File: src/sv/c2d_pkg.sv
package c2d_pkg;

  localparam int NTAP   = 9;
  localparam int PIX_W  = 8;
  localparam int COEF_W = 16;
  localparam int PROD_W = PIX_W + 1 + COEF_W;
  localparam int ACC_W  = 29;
  localparam int ROW_W  = 12;
  localparam int COL_W  = 10;
  localparam int DIM_W  = 13;
  localparam int CFG_W  = 48;

  typedef enum logic [2:0] {
    CFG_IMAGE_WIDTH  = 3'd0,
    CFG_IMAGE_HEIGHT = 3'd1,
    CFG_STRIDE       = 3'd2,
    CFG_PAD_ENABLE   = 3'd3,
    CFG_COEF_TOP     = 3'd4,
    CFG_COEF_MID     = 3'd5,
    CFG_COEF_BOT     = 3'd6
  } cfg_reg_t;

  typedef struct packed {
    logic [DIM_W-1:0] w;
    logic [DIM_W-1:0] h;
    logic [2:0]       s;
    logic             pad;
  } geom_t;

  typedef logic [NTAP-1:0][COEF_W-1:0] coef_t;
  typedef logic [NTAP-1:0][PIX_W-1:0]  win_t;

  // one pixel that closes at least one output window
  typedef struct packed {
    win_t             win;
    logic [1:0]       row_ok;
    logic [1:0]       col_ok;
    logic             row_n;
    logic             row_c;
    logic             row_last;
    logic [ROW_W-1:0] row_q;
    logic             col_n;
    logic             col_c;
    logic             col_last;
    logic [ROW_W-1:0] col_q;
  } work_t;

  // stride is 1..4; divide by 3 via reciprocal, exact below 4096
  function automatic logic [ROW_W-1:0] div_stride(input logic [ROW_W-1:0] t,
                                                  input logic [2:0] s);
    logic [24:0] m;
    m = 25'(t) * 25'd2731;
    case (s)
      3'd1:    div_stride = t;
      3'd2:    div_stride = t >> 1;
      3'd3:    div_stride = m[24:13];
      default: div_stride = t >> 2;
    endcase
  endfunction

  function automatic logic [ROW_W-1:0] mul_stride(input logic [ROW_W-1:0] q,
                                                  input logic [2:0] s);
    case (s)
      3'd1:    mul_stride = q;
      3'd2:    mul_stride = q << 1;
      3'd3:    mul_stride = q + (q << 1);
      default: mul_stride = q << 2;
    endcase
  endfunction

endpackage

File: src/sv/c2d_res_if.sv
interface c2d_res_if;
  logic               valid;
  logic               ready;
  logic signed [28:0] conv_value;
  logic [11:0]        out_row;
  logic [9:0]         out_col;
  logic               frame_last;

  modport source (output valid, output conv_value, output out_row, output out_col,
                  output frame_last, input ready);
  modport sink (input valid, input conv_value, input out_row, input out_col,
                input frame_last, output ready);
endinterface

File: src/sv/c2d_back.sv
module c2d_back (
  input  logic           clk,
  input  logic           rst_n,
  input  logic           q_empty,
  input  c2d_pkg::work_t head,
  output logic           q_pop,
  input  c2d_pkg::coef_t coefs,
  c2d_res_if.source      out_ch
);
  import c2d_pkg::*;

  logic             busy_r, rs_r, cs_r;
  logic             rs_cur, cs_cur, step, more_col, more_row;
  logic             o_rdy, b2_rdy, b1_rdy;
  win_t             sel_pix;
  coef_t            sel_coef;
  logic [2:0]       row_full, col_full;

  logic             b1_v_r, b1_last_r;
  win_t             b1_pix_r;
  coef_t            b1_coef_r;
  logic [ROW_W-1:0] b1_row_r;
  logic [COL_W-1:0] b1_col_r;

  logic                        b2_v_r, b2_last_r;
  logic [NTAP-1:0][PROD_W-1:0] b2_prod_r, prod;
  logic [ROW_W-1:0]            b2_row_r;
  logic [COL_W-1:0]            b2_col_r;

  logic                    out_v_r, out_last_r;
  logic signed [ACC_W-1:0] out_val_r, acc;
  logic [ROW_W-1:0]        out_row_r;
  logic [COL_W-1:0]        out_col_r;

  assign o_rdy  = ~out_v_r | out_ch.ready;
  assign b2_rdy = ~b2_v_r | o_rdy;
  assign b1_rdy = ~b1_v_r | b2_rdy;
  assign step   = ~q_empty & b1_rdy;

  // walk the outputs of one item: columns first, then rows
  always_comb begin
    rs_cur   = busy_r ? rs_r : ~head.row_n;
    cs_cur   = busy_r ? cs_r : ~head.col_n;
    more_col = ~cs_cur & head.col_c;
    more_row = ~rs_cur & head.row_c;
    q_pop    = step & ~more_col & ~more_row;
  end

  always_comb begin
    logic       ok;
    logic [1:0] k, l;
    row_full = {1'b1, head.row_ok};
    col_full = {1'b1, head.col_ok};
    sel_pix  = '0;
    sel_coef = '0;
    for (int w = 0; w < 3; w++) begin
      for (int v = 0; v < 3; v++) begin
        ok = row_full[w] & col_full[v] & (2'(w) >= {1'b0, rs_cur})
             & (2'(v) >= {1'b0, cs_cur});
        k = 2'(w) - {1'b0, rs_cur};
        l = 2'(v) - {1'b0, cs_cur};
        if (ok) begin
          sel_pix[w*3+v]  = head.win[w*3+v];
          sel_coef[w*3+v] = coefs[4'({2'b0, k} * 4'd3 + {2'b0, l})];
        end
      end
    end
  end

  always_comb begin
    for (int t = 0; t < NTAP; t++) begin
      prod[t] = PROD_W'($signed({1'b0, b1_pix_r[t]}) * $signed(b1_coef_r[t]));
    end
  end

  always_comb begin
    acc = '0;
    for (int t = 0; t < NTAP; t++) begin
      acc = acc + ACC_W'($signed(b2_prod_r[t]));
    end
  end

  always_ff @(posedge clk) begin
    if (!rst_n) begin
      busy_r  <= 1'b0;
      rs_r    <= 1'b0;
      cs_r    <= 1'b0;
      b1_v_r  <= 1'b0;
      b2_v_r  <= 1'b0;
      out_v_r <= 1'b0;
    end else begin
      if (step) begin
        if (more_col) begin
          busy_r <= 1'b1;
          rs_r   <= rs_cur;
          cs_r   <= 1'b1;
        end else if (more_row) begin
          busy_r <= 1'b1;
          rs_r   <= 1'b1;
          cs_r   <= ~head.col_n;
        end else begin
          busy_r <= 1'b0;
        end
      end
      if (b1_rdy) begin
        b1_v_r <= step;
      end
      if (b2_rdy) begin
        b2_v_r <= b1_v_r;
      end
      if (o_rdy) begin
        out_v_r <= b2_v_r;
      end
    end
  end

  always_ff @(posedge clk) begin
    if (step) begin
      b1_pix_r  <= sel_pix;
      b1_coef_r <= sel_coef;
      b1_row_r  <= head.row_q + ROW_W'(rs_cur);
      b1_col_r  <= COL_W'(head.col_q + ROW_W'(cs_cur));
      b1_last_r <= (rs_cur | head.row_last) & (cs_cur | head.col_last);
    end
    if (b1_v_r && b2_rdy) begin
      b2_prod_r <= prod;
      b2_row_r  <= b1_row_r;
      b2_col_r  <= b1_col_r;
      b2_last_r <= b1_last_r;
    end
    if (b2_v_r && o_rdy) begin
      out_val_r  <= acc;
      out_row_r  <= b2_row_r;
      out_col_r  <= b2_col_r;
      out_last_r <= b2_last_r;
    end
  end

  assign out_ch.valid      = out_v_r;
  assign out_ch.conv_value = out_val_r;
  assign out_ch.out_row    = out_row_r;
  assign out_ch.out_col    = out_col_r;
  assign out_ch.frame_last = out_last_r;

endmodule

File: src/flat_wrapper.sv
// flat-port wrapper written by rule: the top's interface ports become plain ports
module c2d_back_flat import c2d_pkg::*;
  (clk, rst_n, q_empty, head, q_pop, coefs, out_ch_valid, out_ch_conv_value, out_ch_out_row, out_ch_out_col, out_ch_frame_last, out_ch_ready);
  c2d_res_if out_ch_i ();
  input  logic clk;
  input  logic rst_n;
  input  logic q_empty;
  input  c2d_pkg::work_t head;
  output logic q_pop;
  input  c2d_pkg::coef_t coefs;
  output wire logic [$bits(out_ch_i.valid)-1:0] out_ch_valid;
  output wire logic [$bits(out_ch_i.conv_value)-1:0] out_ch_conv_value;
  output wire logic [$bits(out_ch_i.out_row)-1:0] out_ch_out_row;
  output wire logic [$bits(out_ch_i.out_col)-1:0] out_ch_out_col;
  output wire logic [$bits(out_ch_i.frame_last)-1:0] out_ch_frame_last;
  input wire logic [$bits(out_ch_i.ready)-1:0] out_ch_ready;
  assign out_ch_valid = out_ch_i.valid;
  assign out_ch_conv_value = out_ch_i.conv_value;
  assign out_ch_out_row = out_ch_i.out_row;
  assign out_ch_out_col = out_ch_i.out_col;
  assign out_ch_frame_last = out_ch_i.frame_last;
  assign out_ch_i.ready = out_ch_ready;
  c2d_back u_core (.clk(clk), .rst_n(rst_n), .q_empty(q_empty), .head(head), .q_pop(q_pop), .coefs(coefs), .out_ch(out_ch_i));
endmodule
File: config.mk
export PLATFORM = sky130hd
export DESIGN_NAME = c2d_back_flat
export DESIGN_NICKNAME = d
export VERILOG_FILES = /design/src/sv/c2d_pkg.sv /design/src/sv/c2d_res_if.sv /design/src/sv/c2d_back.sv /design/src/flat_wrapper.sv
export SDC_FILE = /design/constraint.sdc
export NUM_CORES = 2
export LEC_CHECK = 0
export BUFFER_PORTS_ARGS = -buffer_cell sky130_fd_sc_hd__buf_2
export CORE_MARGIN = 5
export CORE_UTILIZATION = 55
export DETAILED_ROUTE_END_ITERATION = 10
export PLACE_DENSITY = 0.72
export SLEW_MARGIN = 20
export SYNTH_ARGS = -nofsm -noshare
export SYNTH_HDL_FRONTEND = slang
export SYNTH_SLANG_ARGS = --single-unit
File: constraint.sdc
create_clock -name clk -period 44.8 [get_ports clk]
set_clock_uncertainty 0.1 [all_clocks]
set_input_delay 13.44 -clock clk [delete_from_list [all_inputs] [get_ports clk]]
set_output_delay 13.44 -clock clk [all_outputs]
set_load 0.05 [all_outputs]
Word-level counts from Yosys, hierarchy flattened --
Index checks and enable logic that the tools add are counted.
Storage, ports and cells: bits in registers 545, output and inout port bits 54, bits of input ports 254, word-level logic and storage cells 159
Cells by class: bitwise gates (word level) 36, order comparisons 13, add/sub/neg operators 25, reductions and logical operators 4, muxes and demuxes 26, multiply operators 12
Operators by type and width (count):
- 16-bit binary-select mux with 4-bit select | 9
- 9-bit by 16-bit multiplier with 25-bit output | 9
- 29-bit by 25-bit adder with 29-bit output | 6
- 16-bit 2-to-1 mux | 9
- 4-bit by 5-bit < comparator with 1-bit output, second input constant | 9
- 4-bit by 2-bit adder with 4-bit output | 9
- 26-bit by 25-bit adder with 27-bit output | 1
- 25-bit by 25-bit adder with 26-bit output | 1
- 1-bit AND | 21
- 12-bit by 1-bit adder with 12-bit output | 1
- 2-bit by 2-bit multiplier with 4-bit output, second input constant | 3
- 10-bit by 1-bit adder with 10-bit output | 1
- 1-bit NOT | 10
- 1-bit 2-to-1 mux | 8
- 1-bit by 1-bit subtractor with 2-bit output, first input constant | 4
- 1-bit bitwise OR | 5
- 2-bit by 1-bit >= comparator with 1-bit output, first input constant | 2
- 2-bit by 1-bit subtractor with 2-bit output, first input constant | 2
- 1-bit >= comparator, first input constant | 2
- 1-bit logical AND | 2
- 2-bit AND reduction | 1
- 2-bit nonzero test | 1

Longest topological paths before layout --
word-level depth 8, gate-level depth with buffers 30, mapped depth without buffers 29

Worst setup path before layout --
Ideal clock, no wire load.
path type input to output, start point input out_ch_ready, end point output q_pop, path buffers 0, data arrival time 27.425 ns, slack 3.835 ns, stages on the path 4, required time 31.260 ns, path through nor2b_1 a31oi_1 inv_1 nor2_1
Between the ends: word-level cells in the longest chain between the ends 6
Ends and longest elaborated chain:
- start, declared | line flat_wrapper.sv:16 | input wire logic [$bits(out_ch_i.ready)-1:0] out_ch_ready;
- 1-bit bitwise OR | line c2d_back.sv:35 | assign o_rdy = ~out_v_r | out_ch.ready;
- 1-bit bitwise OR | line c2d_back.sv:36 | assign b2_rdy = ~b2_v_r | o_rdy;
- 1-bit bitwise OR | line c2d_back.sv:37 | assign b1_rdy = ~b1_v_r | b2_rdy;
- 1-bit AND | line c2d_back.sv:38 | assign step = ~q_empty & b1_rdy;
- named net u_core.step | line c2d_back.sv:13 | logic rs_cur, cs_cur, step, more_col, more_row;
- 1-bit AND (2 in a row) | line c2d_back.sv:46 | q_pop = step & ~more_col & ~more_row;
- end, declared | line flat_wrapper.sv:9 | output logic q_pop;
The timed path passes the listed nets, and every way through them passes these cells.

Worst setup path after layout --
Ends and elaborated chain as after synthesis.

==> metrics.txt <==
first-pass GRT wire length between 300000 and 400000 microns; grt met3 use 0.0812; Post-Syn Instances 7071; Area contributors post-synth fa_1 30%, edfxtp_1 23%, ha_1 9.0%; Final Slew Violations 0; WP data required 31260 ps; DRT antenna net count 0; RSZ-0062 raised after global routing false; met1 GRT Util 0.389; synth unique cells 86; GRT busiest layer met2; die extent in y 371 microns; hold violation count in the final report 0; Port Buffer Count 305; startpoint types input pin; CP Capture Type primary output; Worst EP arrival 15200 ps; DRT Wirelength 195000 microns; synthesized flop and latch total 545; Worst-Skew Late Latency 680 ps; RR Startpoint u_core.b2_prod_r[51]; Synth area leader fa_1; worst reg2reg path depth 29; max-cap violations 0; cell area after layout between 70000 and 80000 sq um; I/O Pins approximately 300; Detail Placement HPWL 163000 microns; status completed; ys flop type edfxtp_1; FF-to-FF setup slack 36760 ps; relative max-transition margin 0.164; Pre-antenna DRT Iters 6; die area 138000 sq um; synthesized area per cell 10.1 sq um; Yosys warning total 0; layout cells sized above 1 0.0806; detailed router's first-iteration violation count between 3000 and 4000; Tcrit/Tclk final 0.642; post-synthesis sequential area ratio 0.228; number of synthesized flops with an enable pin between 500 and 600; worst-margin pin slew between 1000 and 1500 ps; ys async rst share 0; drt drc 0; Num CTS Buffers 69; Hold WC Path Type reg -> reg; CP Max Fanout 56; Starting Density 0.553; area delta synth->final 8.07%; CTS tree yes; # hold bufs at CTS 0; min Tclk post-route about 29000 ps; worst min-delay path startpoint u_core.b2_col_r[2]; WL/cell 21.5 microns; CTS HTree Levels 3; hold-critical path depth 0; DP Area 74900 sq um; CTS root buf clkbuf_16; Fmax 34.8 MHz; via count 50800; Reg-to-Reg End u_core.out_ch.conv_value[27]; GRT met2 Usage 0.445; synthesized cell area 71600 sq um; hold endpoint u_core.out_ch.out_col[2]; Syn Nets 8919; largest net degree at the start of global routing 162; Chip Width between 300 and 400 microns; post-route setup TNS 0 ps; share of the synthesized area in the top cell type 0.301; Reg clk slew, reported paths approximately 50 ps; Post-CTS Setup Inserts 0; Placer Congestion 0.967; Finish-stage setup viols 0; total grt overflow 0; Clock Sinks ~550; crit path kind in -> out; core area around 130000 sq um; GRT Total Usage 0.291; vias in the first global route about 53000; row count 132; post-cts gate resize count 0; nets@finish 9131; vias per inst 5.59; clock buffer depth 3; initial antenna violation count 20
-- sequential cells by signal, indices dropped and copies added (netlist names), 10 cells and up --
name                      count
u_core.b2_prod_r            225
u_core.b1_coef_r            144
u_core.b1_pix_r              72
u_core.out_ch.conv_value     29
u_core.b1_row_r              12
u_core.b2_row_r              12
u_core.out_ch.out_row        12
u_core.b1_col_r              10
u_core.b2_col_r              10
u_core.out_ch.out_col        10
-- synthesized netlist by cell type, types with 59 or more instances --
library cell	n
xor2_1	59
and3_1	79
o21ai_0	99
nor2_1	236
mux4_2	82
nor2b_1	93
fa_1	1077
mux2i_1	132
a211oi_1	86
and2_1	746
inv_1	1471
clkbuf_1	158
a21o_1	81
a21oi_1	242
nand2_1	640
xnor2_1	188
edfxtp_1	539
ha_1	517
-- layout by cell type (no fill, tap or decap), types with 59 or more instances in the layout --
cell type     n
a211oi_1     86
a21o_1       81
a21oi_1     242
and2_1      746
and3_1       79
buf_2       305
clkbuf_16    71
edfxtp_1    539
fa_1       1077
ha_1        513
inv_1      1471
mux2i_1     131
mux4_2       82
nand2_1     640
nor2_1      236
nor2b_1      92
o21ai_0      99
xnor2_1     188
xor2_1       59
-- worst max-delay path, cell delays in order --
cell	delay, ps
buf_2	80
nor2b_1	140
a31oi_4	210
buf_4	710
inv_1	130
nor2_1	190
buf_2	290
-- metal layers --
metal	part of all wire	up-vias
li1	-	23000
met1	0.41	25500
met2	0.44	1922
met3	0.10	387
met4	0.053	16
met5	0.00052	-
-- worst max path at each step --
| stage | from | slack, ps | endpoint | depth (start not counted) |
|---|---|---|---|---|
| after floorplan | out_ch_ready | 3830 | q_pop | 4 |
| after global placement | out_ch_ready | 16040 | q_pop | 7 |
| after detailed placement | out_ch_ready | 16020 | q_pop | 7 |
| after CTS | out_ch_ready | 16020 | q_pop | 7 |
| after global routing | out_ch_ready | 15880 | q_pop | 7 |
| final | out_ch_ready | 16060 | q_pop | 7 |
-- metrics by stage --
step | std cells | utilization | hold slack (ps) | worst slack (ps)
floorplan | 7071 | - | 300 | 3830
global placement | 8954 | 0.579 | 301 | 16040
detailed placement | 8954 | 0.579 | 305 | 16020
CTS | 9078 | 0.598 | 318 | 16020
global route | 9083 | 0.598 | 322 | 15880
finish | 9092 | 0.598 | 316 | 16060
-- cells by family (layout without fill, tap and decap cells) --
group / count (synthesis) / after routing / synth area share
flip-flops: 545 / 545 / 0.228
AND/OR/NAND/NOR: 2016 / 2016 / 0.145
multiplexers: 238 / 238 / 0.0480
other: 0 / 14 / 0
adder cells (fa/ha/maj): 1594 / 1594 / 0.391
buffers and inverters: 1662 / 1927 / 0.0873
XOR/XNOR: 247 / 247 / 0.0302
AO/OA/AOI/OAI: 769 / 769 / 0.0707
-- final cells by class --
cell class	instances	area [sq um]
inverters	1471	5520
repair buffers	332	1740
flip-flops and latches	545	16300
clock buffers	77	1800
diodes	14	35.0
multi-input cells	4864	49200
well taps	1742	2180
clock inverters	47	683
fillers	10900	52100
Power is not shown: default switching activity piles up to over one toggle a cycle in this logic, so the estimate is an artifact.
