**src/sv/c2d_fifo.sv**
```systemverilog
module c2d_fifo #(
  parameter int WIDTH = 8,
  parameter int DEPTH = 4
) (
  input  logic             clk,
  input  logic             rst_n,
  input  logic             push,
  input  logic [WIDTH-1:0] push_data,
  output logic             full,
  input  logic             pop,
  output logic [WIDTH-1:0] head,
  output logic             empty
);

  localparam int PW = $clog2(DEPTH);
  localparam int CW = $clog2(DEPTH + 1);

  logic [WIDTH-1:0] mem_r [DEPTH];
  logic [PW-1:0]    wp_r, wp_nxt, rp_r, rp_nxt;
  logic [CW-1:0]    cnt_r, cnt_nxt;

  assign full  = (cnt_r == CW'(DEPTH));
  assign empty = (cnt_r == '0);
  assign head  = mem_r[rp_r];

  always_comb begin
    wp_nxt  = wp_r;
    rp_nxt  = rp_r;
    cnt_nxt = cnt_r;
    if (push) begin
      wp_nxt = (wp_r == PW'(DEPTH - 1)) ? '0 : wp_r + 1'b1;
    end
    if (pop) begin
      rp_nxt = (rp_r == PW'(DEPTH - 1)) ? '0 : rp_r + 1'b1;
    end
    if (push && !pop) begin
      cnt_nxt = cnt_r + 1'b1;
    end else if (pop && !push) begin
      cnt_nxt = cnt_r - 1'b1;
    end
  end

  always_ff @(posedge clk) begin
    if (!rst_n) begin
      wp_r  <= '0;
      rp_r  <= '0;
      cnt_r <= '0;
    end else begin
      wp_r  <= wp_nxt;
      rp_r  <= rp_nxt;
      cnt_r <= cnt_nxt;
    end
  end

  always_ff @(posedge clk) begin
    if (push) begin
      mem_r[wp_r] <= push_data;
    end
  end

endmodule

```
**config.mk**
```make
export PLATFORM = sky130hd
export DESIGN_NAME = c2d_fifo
export DESIGN_NICKNAME = d
export VERILOG_FILES = /design/src/sv/c2d_fifo.sv
export SDC_FILE = /design/constraint.sdc
export NUM_CORES = 1
export LEC_CHECK = 0
export ABC_AREA = 1
export BUFFER_PORTS_ARGS = -buffer_cell sky130_fd_sc_hd__buf_4
export CELL_PAD_IN_SITES_DETAIL_PLACEMENT = 1
export CELL_PAD_IN_SITES_GLOBAL_PLACEMENT = 1
export CORE_UTILIZATION = 40
export CTS_CLUSTER_DIAMETER = 100
export DETAILED_ROUTE_END_ITERATION = 16
export PLACE_DENSITY = 0.7
export SYNTH_ARGS = -nofsm -noshare
export SYNTH_HDL_FRONTEND = slang
export SYNTH_SLANG_ARGS = --single-unit
```
**constraint.sdc**
```tcl
create_clock -name clk -period 1.2 [get_ports clk]
set_clock_uncertainty 0.05 [all_clocks]
set_input_delay 0.12 -clock clk [delete_from_list [all_inputs] [get_ports clk]]
set_output_delay 0.12 -clock clk [all_outputs]
set_load 0.1 [all_outputs]
```
Word level (Yosys, flattened, before mapping)
Memory sizes are Yosys's and may differ from the RTL's. A register that Yosys moved wholly into a read port is not among the register bits.
Index checks and enable logic that the tools add are counted.
W data, S select, Z words.
{"block": "totals", "out_inout_bits": 10, "romBits": 0, "ramBits": 32, "inputBits": 12, "mem_count": 1, "register_bits": 7, "word_cells": 25, "latchBits": 0}
{"name": "mem_r", "words": 4, "width": 8, "read_ports": 1, "rd_clocked_by_memory_dff": 1, "write_ports": 1, "line": "18", "source": "logic [WIDTH-1:0] mem_r [DEPTH];"}
{"block": "classes", "reduce_logical": 6, "div_mod_pow": 0, "n_lt_le_gt_ge": 0, "n_shift": 0, "n_bitwise": 0, "n_mul": 0, "add_sub_neg": 4, "n_eq_ne": 3, "n_mux": 8}
{"operator": "$mux W2", "count": 4}
{"operator": "$mux W3", "count": 2}
{"operator": "$add A2 B1 Y2 const B", "count": 2}
{"operator": "$eq A2 B2 Y1 const B", "count": 2}
{"operator": "$add A3 B1 Y3 const B", "count": 1}
{"operator": "$eq A3 B3 Y1 const B", "count": 1}
{"operator": "$logic_not A3 Y1", "count": 1}
{"operator": "$sub A3 B1 Y3 const B", "count": 1}
{"operator": "$logic_and A1 B1 Y1", "count": 2}
{"operator": "$logic_not A1 Y1", "count": 2}
{"operator": "$mux W1", "count": 2}
{"operator": "$reduce_bool A2 Y1", "count": 1}

Logic depth before layout (Yosys ltp)
Gate-level depths: netlist (run 1).
{"block": "depth", "word_depth": 4, "ltp_mapped": 10, "depth_no_buf": 10}

Worst setup path before layout (run 1)
Ideal clock, no wire load.
{"block": "synth_timing", "kind": "reg-to-output", "startpoint": "register cnt_r[0]", "endpoint": "output port empty", "arrival_ns": 2.418, "path_stages_with_launch": 2, "setup_slack_ns": -1.388, "path_cell_list": "dfxtp_1 nor3_1"}
{"block": "synth_via", "elab_chain_len": 1}
{"item": "from (decl)", "line": "20", "source": "logic [CW-1:0] cnt_r, cnt_nxt;"}
{"item": "from (signal assigned)", "line": "51", "source": "cnt_r <= cnt_nxt;"}
{"item": "$logic_not A3 Y1", "line": "23", "source": "assign empty = (cnt_r == '0);"}
{"item": "to (decl)", "line": "12", "source": "output logic empty"}
Every way passes these cells.

==> flow_metrics.env, run 1 <==
export IMPL_powerDensity_nw_per_um2=1450
export IMPL_path_cells="buf_8 > buf_4 > nor2_2 > o22ai_4 > buf_12"
export IMPL_register_area_sq_um=1160
export IMPL_cts_tree="done"
export IMPL_grt_pass1_wl_um=7120
export IMPL_clkPwrFrac_pct=22.1
export IMPL_layout_drive_gt1_share_pct=52.6
export IMPL_initial_core_util_pct=43.5
export IMPL_dpl_hpwl_um=2740
export IMPL_gp_congestion=0.683
export IMPL_critPathLaunchType="flop"
export IMPL_rsz0062_at_grt="yes"
export IMPL_clk_latency_ps=290
export IMPL_p_int_uw=2560
export IMPL_failed_checks="setup timing"
export IMPL_power_frac_comb_pct=34.2
export IMPL_die_w_um=66.3
export IMPL_dr_pass1_iters=2
export IMPL_route_detailed_drc=0
export IMPL_dpl_cell_area_sq_um=2200
export IMPL_yosysWarningCount=0
export IMPL_clk_pin_slew_ps=70
export IMPL_n_antenna_cell=0
export IMPL_grt_use_total_pct=24.4
export IMPL_critPathTopFamily="buffers and inverters"
export IMPL_hold_end="cnt_r[1]"
export IMPL_seqPwrFrac_pct=43.6
export IMPL_cts_max_level=2
export IMPL_syn_to_final_growth_pct=60.8
export IMPL_post_route_min_period_ps=1580
export IMPL_dr_total_vias=1236
export IMPL_clock_sinks=41
export IMPL_synth_area_per_cell_sq_um=12.2
export IMPL_pre_cts_slack_ps=-194
export IMPL_setup_viol_count_final=12
export IMPL_yosys_cell_types_count=19
export IMPL_hold_viol_final=0
export IMPL_nets=210
export IMPL_r2r_start="cnt_r[0]"
export IMPL_holdWs_ps=49.1
export IMPL_dp_cells=219
export IMPL_fin_area_sq_um=2660
export IMPL_max_freq_mhz=634
export IMPL_synth_seq_cells=41
export IMPL_reg2regPathDepth=8
export IMPL_regToRegEndpoint="cnt_r[2]"
export IMPL_path_max_fanout=8
export IMPL_dr_first_iter_drc_count=79
export IMPL_via_per_inst=5.15
export IMPL_syn_nets=154
export IMPL_path_class="flop to output pin"
export IMPL_max_slew_margin_pct=76.5
export IMPL_cap_violations=0
export IMPL_clk_path_buf_depth=2
export IMPL_yosys_top_cells_area="edfxtp_1, dfxtp_1, nor2_1"
export IMPL_syn_inst=135
export IMPL_row_count=22
export IMPL_peakVddDrop_uv=833
export IMPL_whs_path_depth=3
export IMPL_fin_tns_setup_ps=-3250
export IMPL_rrSetupSlack_ps=-160
export IMPL_grt_pass1_vias=1348
export IMPL_worst_endpoint_arrival_ps=1410
export IMPL_outcome="complete, but fails checks"
export IMPL_swShare_pct=33.8
export IMPL_cts_inserted_buffers=5
export IMPL_timing_final_crit_share_pct=131
export IMPL_mostFrequentLayoutCells="edfxtp_1, buf_4, buf_12"
export IMPL_fin_cells=240
export IMPL_yosysTopAreaCellShare_pct=58.2
export IMPL_slowest_stage="dfxtp_4"
export IMPL_hp_start="rst_n"
export IMPL_path_buf_inv=3
export IMPL_grt_max_degree=13
export IMPL_hold_path_class="primary input to flop"
export IMPL_yosysTopAreaCell="edfxtp_1"
export IMPL_p_leak_uw=0.00102
export IMPL_p_sw_uw=1310
export IMPL_io_buffers=21
export IMPL_wl_um=4620
export IMPL_io_pins=22
export IMPL_antenna_found_initial=0
export IMPL_die_area_sq_um=4390
export IMPL_wl_per_cell_um=19.2
export IMPL_ys_seq_area_share_pct=69.1
export IMPL_n_fill_cell=350
export IMPL_syn_area_sq_um=1650
export IMPL_slew_violations=0
export IMPL_die_y_um=66.3
export IMPL_tightest_slew_ps=349
export IMPL_critPathRequiredTime_ps=1030
export IMPL_finalWorstSetupSlack_ps=-376
export IMPL_root_buffer="clkbuf_8"
export IMPL_multi_input_area_sq_um=676
export IMPL_final_common_cell="edfxtp_1"
export IMPL_cp_end_kind="output pin"
export IMPL_core_sq_um=3800
export IMPL_ant_nets=0
export IMPL_grt_overflow_total=0
export IMPL_slowest_delay_ps=400
-- cell usage after synthesis --
cell type / instances
edfxtp_1: 32
nor2_1: 22
inv_1: 15
o21ai_0: 15
dfxtp_1: 9
nand2_1: 8
o22ai_1: 8
ha_1: 6
nor3_1: 4
a21oi_1: 3
buf_6: 2
nor2_2: 2
o21ai_1: 2
o21ai_2: 2
fa_1: 1
inv_2: 1
nand3_1: 1
nand4_1: 1
xor2_1: 1
-- tightest hold or removal path, stage by stage --
cell	delay, ps
buf_4	140
o21ai_2	60
nor2_1	40
-- worst max-delay path by stage --
| stage | startpoint | end | slack [ps] | cells after the start |
|---|---|---|---|---|
| final | flop | head[3] | -380 | 5 |
| after global placement | flop | head[3] | -170 | 3 |
| after floorplan | cnt_r[2] | full | -170 | 2 |
| after global routing | flop | head[2] | -400 | 5 |
| after detailed placement | flop | head[3] | -190 | 4 |
| after CTS | flop | head[5] | -370 | 5 |
-- cell type report --
type                            count  share of cell area, %
Clock inverter                      1                  0.141
Inverter                           16                   2.64
Tap cell                           48                   2.26
Multi-Input combinational cell     76                   25.4
Sequential cell                    41                   43.6
Clock buffer                        7                   2.87
Timing Repair Buffer               51                   23.1
-- power by group through the flow --
stage	clock network, uW	logic [uW]	registers [uW]
after floorplan	0	718	1700
final	855	1320	1690
after detailed placement	0	1000	1700
after CTS	878	1280	1680
after global routing	916	1380	1690
after global placement	0	973	1700
-- per-stage QoR --
stage	util [%]	total power [uW]
finish	69.9	3860
global route	69.9	3990
CTS	68.7	3830
detailed placement	58.0	2710
global placement	58.0	2670
floorplan	-	2420
-- repair_timing --
| item | in CTS | in global routing |
|---|---|---|
| hold endpoints to repair | 32 | 0 |
| buffers inserted | 6 | 0 |
| gates cloned | 0 | 0 |
| hold buffers | 8 | 0 |
| gates resized for setup | 63 | 19 |
| pin swaps | 8 | 10 |
| endpoints found under the setup margin | 26 | 40 |
-- state kept, by name, summed over array words and instances (netlist names), named ones only --
name	flops
mem_r	32
cnt_r	3
wp_r	2
rp_r	2
-- routing by layer --
| metal | track usage, % | vias up | wire length (um) |
|---|---|---|---|
| met3 | 6.72 | 12 | 120 |
| met5 | 0 | - | 0 |
| met1 | 23.3 | 614 | 1650 |
| met2 | 46.2 | 27 | 2710 |
| met4 | 13.6 | 0 | 136 |
| li1 | - | 583 | - |
-- logic make-up after synthesis --
family	synth area share (%)
DFF	69.1
and+or+nand+nor	9.47
AOI/OAI and AO/OA	10.2
buffers and inverters	5.00
adders and majority gates	5.76
xor gates and xnor gates	0.530
Power figures use the tool's default switching activity.
==> run 2, diff against run 1 <==
clock period = 1.4 ns   (was 1.2 ns; I/O delays follow)
==> run 2 against run 1 <==
Compared with the run above: sequential share of layout area grew 4.0 points; highest routed layer unchanged; critical endpoint is now head[0]; largest cell class unchanged; the run still ends with setup timing left; final cell count shrank 6.7%; wire length shrank 20%; setup slack gained 270 ps; combinational power shrank 29%; clock power shrank 16%; register-to-register slack gained 270 ps.
==> flow_metrics.env, run 2 (synthesized netlist as in run 1, its figures left out) <==
export IMPL_p_int_uw=2080
export IMPL_peakVddDrop_uv=805
export IMPL_critPathRequiredTime_ps=1210
export IMPL_path_cells="buf_12 > o21ai_1 > o22ai_4 > buf_12"
export IMPL_grt_use_total_pct=18.4
export IMPL_n_fill_cell=372
export IMPL_largestRegisters="mem_r: 32 flops, cnt_r: 3 flops"
export IMPL_row_count=22
export IMPL_met2_length_um=2030
export IMPL_finalWorstSetupSlack_ps=-107
export IMPL_route_detailed_drc=0
export IMPL_swShare_pct=33.0
export IMPL_slew_violations=0
export IMPL_largest_register="mem_r"
export IMPL_dr_first_iter_drc_count=33
export IMPL_final_util_pct=63.6
export IMPL_initial_core_util_pct=43.5
export IMPL_dpl_hpwl_um=2300
export IMPL_hold_path_class="primary input to flop"
export IMPL_cap_violations=0
export IMPL_power_frac_comb_pct=30.4
export IMPL_wl_um=3710
export IMPL_max_freq_mhz=664
export IMPL_n_antenna_cell=0
export IMPL_final_common_cell="edfxtp_1"
export IMPL_path_buf_inv=2
export IMPL_critPathTopFamily="flip-flops"
export IMPL_dr_total_vias=1110
export IMPL_top_layer="met4"
export IMPL_cts_inserted_buffers=5
export IMPL_cts_max_level=2
export IMPL_path_max_fanout=8
export IMPL_largest_register_ffs=32
export IMPL_hold_viol_final=0
export IMPL_grt_max_degree=17
export IMPL_met1_length_um=1530
export IMPL_outcome="complete, but fails checks"
export IMPL_dr_pass1_iters=4
export IMPL_clock_sinks=41
export IMPL_io_buffers=21
export IMPL_ant_nets=0
export IMPL_p_leak_uw=0.000913
export IMPL_path_class="flop to output pin"
export IMPL_slowest_stage="dfxtp_4"
export IMPL_mostFrequentLayoutCells="edfxtp_1, nor2_1, inv_1, buf_4, buf_12"
export IMPL_antenna_found_initial=0
export IMPL_critPathLaunchType="flop"
export IMPL_core_sq_um=3800
export IMPL_timing_final_crit_share_pct=108
export IMPL_post_route_min_period_ps=1510
export IMPL_die_w_um=66.3
export IMPL_grt_pass1_vias=1181
export IMPL_wl_met3_um=114
export IMPL_cts_tree="done"
export IMPL_layout_drive_gt1_share_pct=38.6
export IMPL_grt_overflow_total=0
export IMPL_clk_pin_slew_ps=70
export IMPL_io_pins=22
export IMPL_worst_endpoint_arrival_ps=1320
export IMPL_rsz0062_at_grt="yes"
export IMPL_holdWs_ps=12.6
export IMPL_slowest_delay_ps=400
export IMPL_setup_viol_count_final=8
export IMPL_p_sw_uw=1020
export IMPL_clk_path_buf_depth=2
export IMPL_max_slew_margin_pct=84.4
export IMPL_tightest_slew_ps=232
export IMPL_cp_end_kind="output pin"
export IMPL_seqPwrFrac_pct=46.5
export IMPL_clkPwrFrac_pct=23.1
export IMPL_root_buffer="clkbuf_8"
export IMPL_die_y_um=66.3
export IMPL_die_area_sq_um=4390
export IMPL_grt_pass1_wl_um=5630
export IMPL_powerDensity_nw_per_um2=1280
export IMPL_via_per_inst=4.96
export IMPL_critical_path_most_common_cell="buf_12"
export IMPL_gp_congestion=0.718
export IMPL_clk_latency_ps=280
export IMPL_failed_checks="setup timing"
export IMPL_fin_total_pwr_uw=3100
export IMPL_wl_per_cell_um=16.5
export IMPL_nets=194
export IMPL_syn_to_final_growth_pct=46.4
==> run 2: cell types whose count changed in the layout (fill, tap and decap cells not counted), moves of 3 or more <==
cell and delta:
buf_4 -10, nor2_4 -9, dfxtp_1 +3, inv_2 -6, buf_12 -3, nor2_1 +6
inv_1 +5, nor2_2 +3
==> run 2: worst register-to-register path: stages, from the launching register on <==
cell	delay (ps)
dfxtp_2	340
inv_1	70
ha_1	190
nand2_1	110
clkinvlp_4	230
==> run 2: power groups by stage <==
stage	clock network (uW)	registers [uW]	logic (uW)
after floorplan	0	1440	594
after global placement	0	1450	761
after detailed placement	0	1450	780
after CTS	749	1430	908
after global routing	779	1450	998
final	716	1440	943
==> run 2: final cells by class <==
class                      instances  area, sq um  share of cell area, %
multi-input combinational         76          599                   24.8
clock buffer                       7         76.3                   3.16
clock inverter                     1         3.75                  0.155
sequential                        41         1150                   47.6
tap                               48         60.1                   2.48
timing repair buffer              35          455                   18.8
inverter                          16         71.3                   2.95
==> run 2: final timing paths <==
path	start	to	slack [ps]	depth (start not counted)
worst max-delay path	flop	head[0]	-110	4
worst min-delay path	push_data[0]	mem_r[2][0]	10	1
worst max register to register	wp_r[1]	mem_r[1][2]	110	4
worst min register to register	wp_r[1]	wp_r[1]	490	2
==> run 2: per-layer routing <==
| layer | global-route usage [%] | vias up |
|---|---|---|
| li1 | - | 550 |
| met1 | 19.1 | 536 |
| met2 | 35.3 | 19 |
| met3 | 5.86 | 5 |
| met4 | 3.99 | 0 |
| met5 | 0 | - |
==> run 2: repair_timing <==
action                                  in CTS  in global routing
pin swaps                                    0                  6
endpoints found under the setup margin       8                 19
hold buffers                                 6                  1
setup buffers                                0                  0
hold endpoints to repair                    24                  2
gates cloned                                 0                  1
gates resized for setup                     42                 20
==> run 2: per-stage QoR <==
stage / cell area [sq um] / TNS, ps / setup WS (ps) / cells
6_report: 2420 / -702 / -107 / 224
4_1_cts: 2320 / -961 / -131 / 222
2_1_floorplan: 1770 / -726 / -363 / 135
3_3_place_gp: 2060 / -0.365 / -0.365 / 208
3_5_place_dp: 2060 / -85.6 / -53.1 / 208
5_1_grt: 2420 / -1190 / -163 / 224
==> run 3, diff against run 2 <==
==> constraint.sdc (replaced) <==
create_clock -name clk -period 1.4 [get_ports clk]
set_clock_uncertainty 0.05 [all_clocks]
set_input_delay 0.07 -clock clk [delete_from_list [all_inputs] [get_ports clk]]
set_output_delay 0.07 -clock clk [all_outputs]
set_load 0.1 [all_outputs]
==> run 3 against run 2 <==
Compared with the run above: non-clock buffer count rose by 5; clock power rose by 31%; via count rose by 7.7%; clock-buffer cell count did not move; hold slack improved by 51 ps; critical endpoint is now head[3]; first-iteration DRC count rose by 45%; sequential power barely moved; the flow still finishes with violations (setup timing); largest power group unchanged; register-to-register slack barely moved; critical path type unchanged; flip-flop and latch count did not move; maximum frequency barely moved; sequential share of layout area fell by 1.8 points; utilization rose by 2.5 points.
==> flow_metrics.env, run 3 (synthesized netlist as in run 1, its figures left out) <==
export IMPL_outcome="complete, but fails checks"
export IMPL_failed_checks="setup timing"
export IMPL_critPathLaunchType="flop"
export IMPL_mostFrequentLayoutCells="edfxtp_1, buf_4, inv_1, nor2_1, buf_12"
export IMPL_pre_cts_slack_ps=-14.1
export IMPL_cp_end_kind="output pin"
export IMPL_wl_um=4710
export IMPL_fin_total_pwr_uw=3380
export IMPL_met1_length_um=1750
export IMPL_final_common_cell="edfxtp_1"
export IMPL_dpl_hpwl_um=2590
export IMPL_powerDensity_nw_per_um2=1340
export IMPL_path_max_fanout=16
export IMPL_grt_overflow_total=0
export IMPL_die_area_sq_um=4390
export IMPL_gp_congestion=0.698
export IMPL_largest_register_ffs=32
export IMPL_worst_endpoint_arrival_ps=1390
export IMPL_cts_inserted_buffers=5
export IMPL_route_detailed_drc=0
export IMPL_dr_total_vias=1196
export IMPL_tightest_slew_ps=305
export IMPL_path_class="flop to output pin"
export IMPL_largestRegisters="mem_r: 32 flops, cnt_r: 3 flops"
export IMPL_root_buffer="clkbuf_8"
export IMPL_dr_first_iter_drc_count=48
export IMPL_clk_latency_ps=300
export IMPL_cap_violations=0
export IMPL_grt_max_degree=17
export IMPL_antenna_found_initial=0
export IMPL_core_sq_um=3800
export IMPL_grt_pass1_wl_um=6440
export IMPL_grt_pass1_vias=1342
export IMPL_p_leak_uw=0.000964
export IMPL_path_cells="inv_6 > o21ai_1 > o22ai_4 > buf_12"
export IMPL_wl_per_cell_um=20.6
export IMPL_max_slew_margin_pct=79.5
export IMPL_via_per_inst=5.22
export IMPL_clk_pin_slew_ps=80
export IMPL_n_antenna_cell=0
export IMPL_initial_core_util_pct=43.5
export IMPL_setup_viol_count_final=8
export IMPL_nets=199
export IMPL_hold_path_class="primary input to flop"
export IMPL_clk_path_buf_depth=2
export IMPL_die_w_um=66.3
export IMPL_n_fill_cell=364
export IMPL_grt_use_total_pct=21.0
export IMPL_post_route_min_period_ps=1510
export IMPL_max_freq_mhz=664
export IMPL_io_pins=22
export IMPL_top_layer="met4"
export IMPL_clock_sinks=41
export IMPL_wl_met3_um=152
export IMPL_timing_final_crit_share_pct=108
export IMPL_slew_violations=0
export IMPL_critPathRequiredTime_ps=1280
export IMPL_cts_max_level=2
export IMPL_row_count=22
export IMPL_ant_nets=0
export IMPL_slowest_stage="dfxtp_4"
export IMPL_slowest_delay_ps=410
export IMPL_peakVddDrop_uv=659
export IMPL_finalWorstSetupSlack_ps=-106
export IMPL_layout_drive_gt1_share_pct=42.0
export IMPL_rsz0062_at_grt="yes"
export IMPL_met2_length_um=2670
export IMPL_die_y_um=66.3
export IMPL_cts_tree="done"
export IMPL_hold_viol_final=0
export IMPL_largest_register="mem_r"
export IMPL_dr_pass1_iters=4
export IMPL_io_buffers=21
export IMPL_syn_to_final_growth_pct=52.1
[run 3: layer usage]
| metal | track usage (%) | vias to the layer above |
|---|---|---|
| li1 | - | 563 |
| met2 | 43.5 | 34 |
| met5 | 0 | - |
| met3 | 4.48 | 14 |
| met4 | 6.12 | 0 |
| met1 | 19.8 | 585 |
[run 3: report_power, final]
part / internal [uW] / switching [uW] / total (uW)
Combinational: 365 / 628 / 993
Clock: 508 / 433 / 941
Sequential: 1380 / 60.4 / 1440
[run 3: area by class of cell]
class                   count  area, sq um  share of cell area (%)
clock buffers               7          108                    4.28
clock inverters             1         7.51                   0.299
inverters                  16         67.6                    2.69
multi-input cells          76          608                    24.2
flip-flops and latches     41         1150                    45.8
well taps                  48         60.1                    2.39
repair buffers             40          510                    20.3
[run 3: worst max-delay path: cells and delay by family, from the launching register on]
| kind | cells | cell delay (ps) |
|---|---|---|
| buf+inv | 2 | 270 |
| compound gates | 2 | 400 |
| flops | 1 | 410 |
[run 3: timing repair]
action / CTS / global route
pin swaps: 0 / 1
resized for setup: 44 / 22
endpoints found under the setup margin: 8 / 9
buffers inserted: 0 / 1
endpoints found under the hold margin: 33 / 0
hold buffers: 9 / 0
cloned: 0 / 1
[run 3: per-stage QoR]
step,instance area [sq um],TNS (ps),util (%),hold slack [ps],std cells
floorplan,1770,-586,-,119,135
global placement,2090,0,55.0,220,210
detailed placement,2090,-14.1,55.0,225,210
CTS,2410,-359,63.5,31.2,227
global route,2510,-777,66.1,95.8,229
finish,2510,-488,66.1,63.7,229
[run 3: worst paths after layout]
path	from	end	slack, ps	cells after the start
worst max register to register	cnt_r[1]	cnt_r[1]	120	3
worst max-delay path	flop	head[3]	-110	4
worst min register to register	wp_r[1]	wp_r[1]	490	2
worst min-delay path	pop	flop	60	3
